`config.mk`:
```
export PLATFORM = sky130hd
export DESIGN_NAME = bst_front
export DESIGN_NICKNAME = d
export VERILOG_FILES = /design/src/hdl/bst_pkg.sv /design/src/hdl/bst_front.sv
export SDC_FILE = /design/constraint.sdc
export NUM_CORES = 1
export LEC_CHECK = 0
export BUFFER_PORTS_ARGS = -buffer_cell sky130_fd_sc_hd__buf_4
export CAP_MARGIN = 20
export CORE_ASPECT_RATIO = 1.5
export CORE_MARGIN = 2
export CORE_UTILIZATION = 30
export DETAILED_ROUTE_END_ITERATION = 8
export PLACE_DENSITY = 0.62
export SYNTH_ARGS = -nofsm -noshare
export SYNTH_HDL_FRONTEND = slang
export SYNTH_SLANG_ARGS = --single-unit
```
`constraint.sdc`:
```
create_clock -name clk -period 2.5 [get_ports clk]
set_input_delay 0 -clock clk [delete_from_list [all_inputs] [get_ports clk]]
set_output_delay 0 -clock clk [all_outputs]
set_load 0.03 [all_outputs]
```
`src/hdl/bst_pkg.sv`:
```
// Shared constants, item types and state encoding of the binary search table.
package bst_pkg;

  localparam int DEPTH      = 1024;
  localparam int DATA_WIDTH = 32;
  localparam int ADDR_W     = $clog2(DEPTH);

  localparam int INDEX_W = 10;
  localparam int COUNT_W = 5;

  // Depth of the command queue between the front and the back.
  localparam int QDEPTH  = 2;
  localparam int QPTR_W  = (QDEPTH > 1) ? $clog2(QDEPTH) : 1;
  localparam int QCNT_W  = $clog2(QDEPTH + 1);

  localparam logic OP_WRITE  = 1'b0;
  localparam logic OP_SEARCH = 1'b1;

  typedef struct packed {
    logic                         op;
    logic [INDEX_W-1:0]           index;
    logic signed [DATA_WIDTH-1:0] value;
    logic [INDEX_W-1:0]           search_low;
    logic [INDEX_W-1:0]           search_high;
  } in_t;

  typedef struct packed {
    logic               found;
    logic [INDEX_W-1:0] position;
    logic [COUNT_W-1:0] compare_count;
  } out_t;

  // Classified command handed from the front to the back.
  typedef struct packed {
    logic                         is_search;
    logic [ADDR_W-1:0]            addr;
    logic signed [DATA_WIDTH-1:0] key;
    logic [ADDR_W-1:0]            lo;
    logic [ADDR_W-1:0]            hi;
  } cmd_t;

  typedef enum logic [1:0] {
    ST_IDLE,
    ST_PROBE,
    ST_EVAL
  } state_t;

endpackage

```
`src/hdl/bst_front.sv`:
```
// Front part: accepts items, classifies them into commands and queues them.
module bst_front (
  input  logic          clk,
  input  logic          rst,
  input  logic          push,
  input  bst_pkg::in_t  cmd,
  output logic          full,
  output logic          q_valid,
  output bst_pkg::cmd_t q_cmd,
  input  logic          q_take
);

  bst_pkg::cmd_t               slots [bst_pkg::QDEPTH];
  logic [bst_pkg::QPTR_W-1:0]  wr_ptr;
  logic [bst_pkg::QPTR_W-1:0]  rd_ptr;
  logic [bst_pkg::QCNT_W-1:0]  count;
  bst_pkg::cmd_t               classified;
  logic                        do_push;
  logic                        do_pop;

  // Indexes are taken modulo the table depth.
  always_comb begin
    classified.is_search = (cmd.op == bst_pkg::OP_SEARCH);
    classified.addr      = cmd.index[bst_pkg::ADDR_W-1:0];
    classified.key       = cmd.value;
    classified.lo        = cmd.search_low[bst_pkg::ADDR_W-1:0];
    classified.hi        = cmd.search_high[bst_pkg::ADDR_W-1:0];
  end

  assign full    = (count == bst_pkg::QCNT_W'(bst_pkg::QDEPTH));
  assign q_valid = (count != '0);
  assign q_cmd   = slots[rd_ptr];
  assign do_push = push && !full;
  assign do_pop  = q_take && q_valid;

  always_ff @(posedge clk) begin
    if (do_push) begin
      slots[wr_ptr] <= classified;
    end
  end

  always_ff @(posedge clk) begin
    if (rst) begin
      wr_ptr <= '0;
      rd_ptr <= '0;
      count  <= '0;
    end else begin
      if (do_push) begin
        wr_ptr <= (wr_ptr == bst_pkg::QPTR_W'(bst_pkg::QDEPTH - 1)) ? '0 : wr_ptr + 1'b1;
      end
      if (do_pop) begin
        rd_ptr <= (rd_ptr == bst_pkg::QPTR_W'(bst_pkg::QDEPTH - 1)) ? '0 : rd_ptr + 1'b1;
      end
      if (do_push && !do_pop) begin
        count <= count + 1'b1;
      end else if (do_pop && !do_push) begin
        count <= count - 1'b1;
      end
    end
  end

endmodule

```
* Word level (Yosys, flattened, before mapping) *
Memory sizes are Yosys's and may differ from the RTL's. A register that Yosys moved wholly into a read port is not among the register bits.
Cells that the tools add are included.

storage, ports and cells
  flip-flop bits (word level) = 4
  RAM bits = 126
  input port bits = 67
  output and inout port bits = 65
  logic and storage cells = 26
  memories kept = 1

memory list
  name   words  bits a word  rd ports  clocked after memory_dff  wr ports  RTL line         source
  slots  2      63           1         1                         1         bst_front.sv:13  bst_pkg::cmd_t slots [bst_pkg::QDEPTH];

cells by class
  add/sub/neg operators = 4
  equality and inequality tests = 1
  muxes and demuxes = 8
  reductions and logical operators = 9

operator list
  kind                                               number
  2-to-1 mux 1 bit                                   6
  logical AND 1 bit                                  4
  2-to-1 mux 2 bit                                   2
  nonzero test 2 bit                                 2
  logical NOT 1 bit                                  3
  adder 1 bit (second input constant)                2
  adder 2 x 1 -> 2 bit (second input constant)       1
  == test 2 bit (second input constant)              1
  subtractor 2 x 1 -> 2 bit (second input constant)  1

* Depth between registers and ports, before layout *
  depth in word-level cells = 7
  depth in mapped cells = 6
  mapped depth without buffers = 6

* Worst setup path before layout *
OpenSTA, ideal clock, no wires.

  path kind = register -> register
  start point = register count[1] in the netlist's numbering
  end point = memory slots[1][0] in the netlist's numbering, enable pin
  arrival = 2,166 ps
  required time = 2,072 ps
  setup slack = -93 ps
  cell stages (with the launch flop) = 4
  clock period less this slack = 2,593 ps
  cell sequence = dfxtp_1 > nor2b_2 > nor2_1 > and2_1

on the way
  word-level cells in the longest chain between the ends = 5

RTL lines
  what                                    RTL line         source
  from (decl)                             bst_front.sv:16  logic [bst_pkg::QCNT_W-1:0] count;
  from (signal assigned)                  bst_front.sv:55  count <= count + 1'b1;
  from (signal assigned)                  bst_front.sv:57  count <= count - 1'b1;
  == test 2 bit                           bst_front.sv:30  assign full = (count == bst_pkg::QCNT_W'(bst_pkg::QDEPTH));
  via full                                bst_front.sv:7   output logic full,
  logical NOT 1 bit                       bst_front.sv:33  assign do_push = push && !full;
  logical AND 1 bit                       bst_front.sv:33
  2-to-1 mux 1 bit                        bst_front.sv:37  if (do_push) begin
  2-to-1 mux 1 bit (implied by the code)  bst_front.sv:38  slots[wr_ptr] <= classified;
  to (decl)                               bst_front.sv:13

The timed path passes the listed nets, and every way through them passes these cells.

==> metrics.csv <==
stage;metric;value;unit
run_status;status;finished clean;
grt;gr-total-overflow;0;
floorplanning;initial_core_util;0.305;
setup_path;arrival;1.82;ns
setup_path;slowest_stage;buf_4;
setup_path;crit_buf_inv;2;
setup_path;path_class;reg2out;
clocking;clock-sinks;131;
layout;final_core_util;0.468;
detailed_routing;first_iter_violations;117;
pwr;powerDensity;1070;mW/mm²
grt;grtUsageTotal;0.118;
sta;setup_tns;0;ns
grt;grt_first_pass_wirelength;14.7;mm
setup_path;crit_path_cell_trace;buf_4 -> mux2_2 -> buf_4;
clocking;ctsResizeCount;0;
logic_synthesis;synth.top_cell.area_share;0.797;
detailed_routing;via_per_inst;4.19;
detailed_routing;wl_per_cell;14.8;µm
floorplanning;placementRows;56;
job;max_cap_viol_count;0;
place;port_buffers;131;
sta;setup_viol;0;
pwr;pwr-share-clk;0.329;
floorplanning;die_h;158;µm
sta;finalWorstSetupSlack;0.676;ns
floorplanning;boundaryPins;132;
pwr;intPower;0.00541;W
setup_path;cp_num_cells;3;
logic_synthesis;ys_seq_area_frac;0.818;
pwr;power_switching;0.00234;W
layout;area_growth;53.2;%
layout;final_area;0.00727;mm²
floorplanning;die_w;107;µm
place;post-dp-hpwl;5.86;mm
setup_path;cp_max_fo;42;
pwr;p_leak;2.73;nW
pwr;vdd_ir_drop_max;0.567;mV
sta;relSlewSlack;0.604;
layout;drive_gt1_frac;0.525;
sta;finalClockSkew;0.00603;ns
logic_synthesis;synth-seq-cells;131;
detailed_routing;drtPass1Iterations;4;
grt;grt_pass1_vias;3046;
clocking;path_clk_slew;0.05;ns
setup_path;required;2.50;ns
logic_synthesis;syn_area_per_cell;21.5;µm²
logic_synthesis;yosysWarnings;0;
setup_path;slowest_delay;0.48;ns
pwr;power_frac_comb;0.305;
setup_path;reg2regPathDepth;4;
logic_synthesis;synth_nets;289;
setup_path;endpoint_kind;primary output;
setup_path;critPathLaunchType;register;
detailed_routing;wl;9.63;mm
hold_path;min_path_type;in2reg;
floorplanning;coreArea;0.0156;mm²
floorplanning;dieArea;0.0169;mm²
detailed_routing;vias;2718;
layout;fin_nets;502;
grt;grt_max_degree;43;
sta;hold_violations;0;
sta;worstMarginPinSlew;0.594;ns
logic_synthesis;synthesis.area;0.00475;mm²
pwr;power;0.00775;W
clocking;numCtsBuffers;17;
logic_synthesis;ys_top_cells_by_area;edfxtp_1 (80%), mux2_2 (15%), dfxtp_1 (2.1%);
clocking;cts_root_buf;clkbuf_16;
layout;mostFrequentLayoutCell;buf_4;
setup_path;critical_path.top_delay_family;buffers and inverters;
sta;period_minus_slack;1.82;ns
clocking;htreeDepth;4;
sta;report.final.slew_viol_count;0;
hold_path;whs_path_depth;4;
detailed_routing;ant_nets;0;
detailed_routing;drc_errors;0;
logic_synthesis;synth_area_leader_cell;edfxtp_1;
pwr;swShare;0.302;
layout;antenna_cells;0;
place;routabilityCongestion;0.701;
clocking;insertion_delay;0.40;ns
setup_path;crit_top_cell;buf_4;
pwr;p_seq_frac;0.366;
logic_synthesis;synth_cells;221;
clocking;cts_tree;yes;
logic_synthesis;synth.distinct_cells;14;
sta;rsz0062_at_grt;false;
grt;antenna_found_initial;0;
place;place_ws;0.671;ns
place;dpl_cell_area;0.00601;mm²
sta;fin_crit_sh;0.730;
layout;layout_common_cells;buf_4 (135), edfxtp_1 (126), dlygate4sd3_1 (65);
clocking;clock_path_buffers;2;
sta;fmax;548;MHz
[per-stage QoR]
stage | std cells | hold slack, ns
after floorplan | 221 | 0.0691
after global placement | 553 | 0.185
after detailed placement | 553 | 0.187
after CTS | 649 | 0.0689
after global routing | 649 | 0.138
final | 649 | 0.0789
[sequential cells by signal, summed over array words and instances, names as in the netlist, named ones only]
| register | cells |
|---|---|
| count | 2 |
| wr_ptr | 1 |
| slots | 126 |
| rd_ptr | 1 |
[worst paths after layout]
kind,startpoint,to,slack (ns)
max,register,q_cmd[35],0.68
min,q_take,register,0.08
max reg2reg,count[1],slots[0][25],0.68
min reg2reg,wr_ptr,wr_ptr,0.49
[cells by family after synthesis]
family                   count (synthesis)  synth area share
adder cells (fa/ha/maj)                  1           0.00263
multiplexers                            63             0.149
AND/OR/NAND/NOR                          9            0.0103
XOR/XNOR                                 3           0.00553
buffers and inverters                    9           0.00896
AO/OA/AOI/OAI                            5           0.00527
flip-flops                             131             0.818
[cells in the mapped netlist]
| master | n |
|---|---|
| edfxtp_1 | 126 |
| xor2_1 | 3 |
| and2_1 | 1 |
| nor2b_2 | 1 |
| dfxtp_1 | 5 |
| o21ai_0 | 3 |
| ha_1 | 1 |
| buf_2 | 7 |
| a21oi_1 | 2 |
| or3_1 | 2 |
| nor2_1 | 4 |
| or2_2 | 1 |
| inv_1 | 2 |
| mux2_2 | 63 |
[timing repair]
action,4_1_cts,5_1_grt
hold endpoints to repair,131,0
hold buffers,65,0
setup buffers,0,0
[power groups by stage]
| stage | sequential, W | combinational (W) | clock, W |
|---|---|---|---|
| 6_report | 0.00284 | 0.00236 | 0.00255 |
| 5_1_grt | 0.00286 | 0.00251 | 0.00271 |
| 4_1_cts | 0.00284 | 0.00240 | 0.00262 |
| 3_5_place_dp | 0.00288 | 0.00231 | 0 |
| 3_3_place_gp | 0.00286 | 0.00229 | 0 |
| 2_1_floorplan | 0.00286 | 0.00149 | 0 |
[area by class of cell]
cell class                      instances  area (µm²)
Fill cell                            1369        8280
Sequential cell                       131        3880
Timing Repair Buffer                  201        1680
Multi-Input combinational cell         81         825
Clock buffer                           18         429
Tap cell                              203         254
Clock inverter                         13         185
Inverter                                2        11.3
[routing by layer]
layer	wire length (µm)	GRT usage
met5	0	0
met3	528	0.0432
met2	5300	0.217
met4	162	0.0464
met1	3640	0.119
[worst register-to-register path, stage by stage, from the launching register on]
cell	delay, ns
dfxtp_1	0.34
nor2b_2	0.18
or3_1	0.37
clkinvlp_4	0.09
buf_4	0.46
Power figures use the tool's default switching activity.
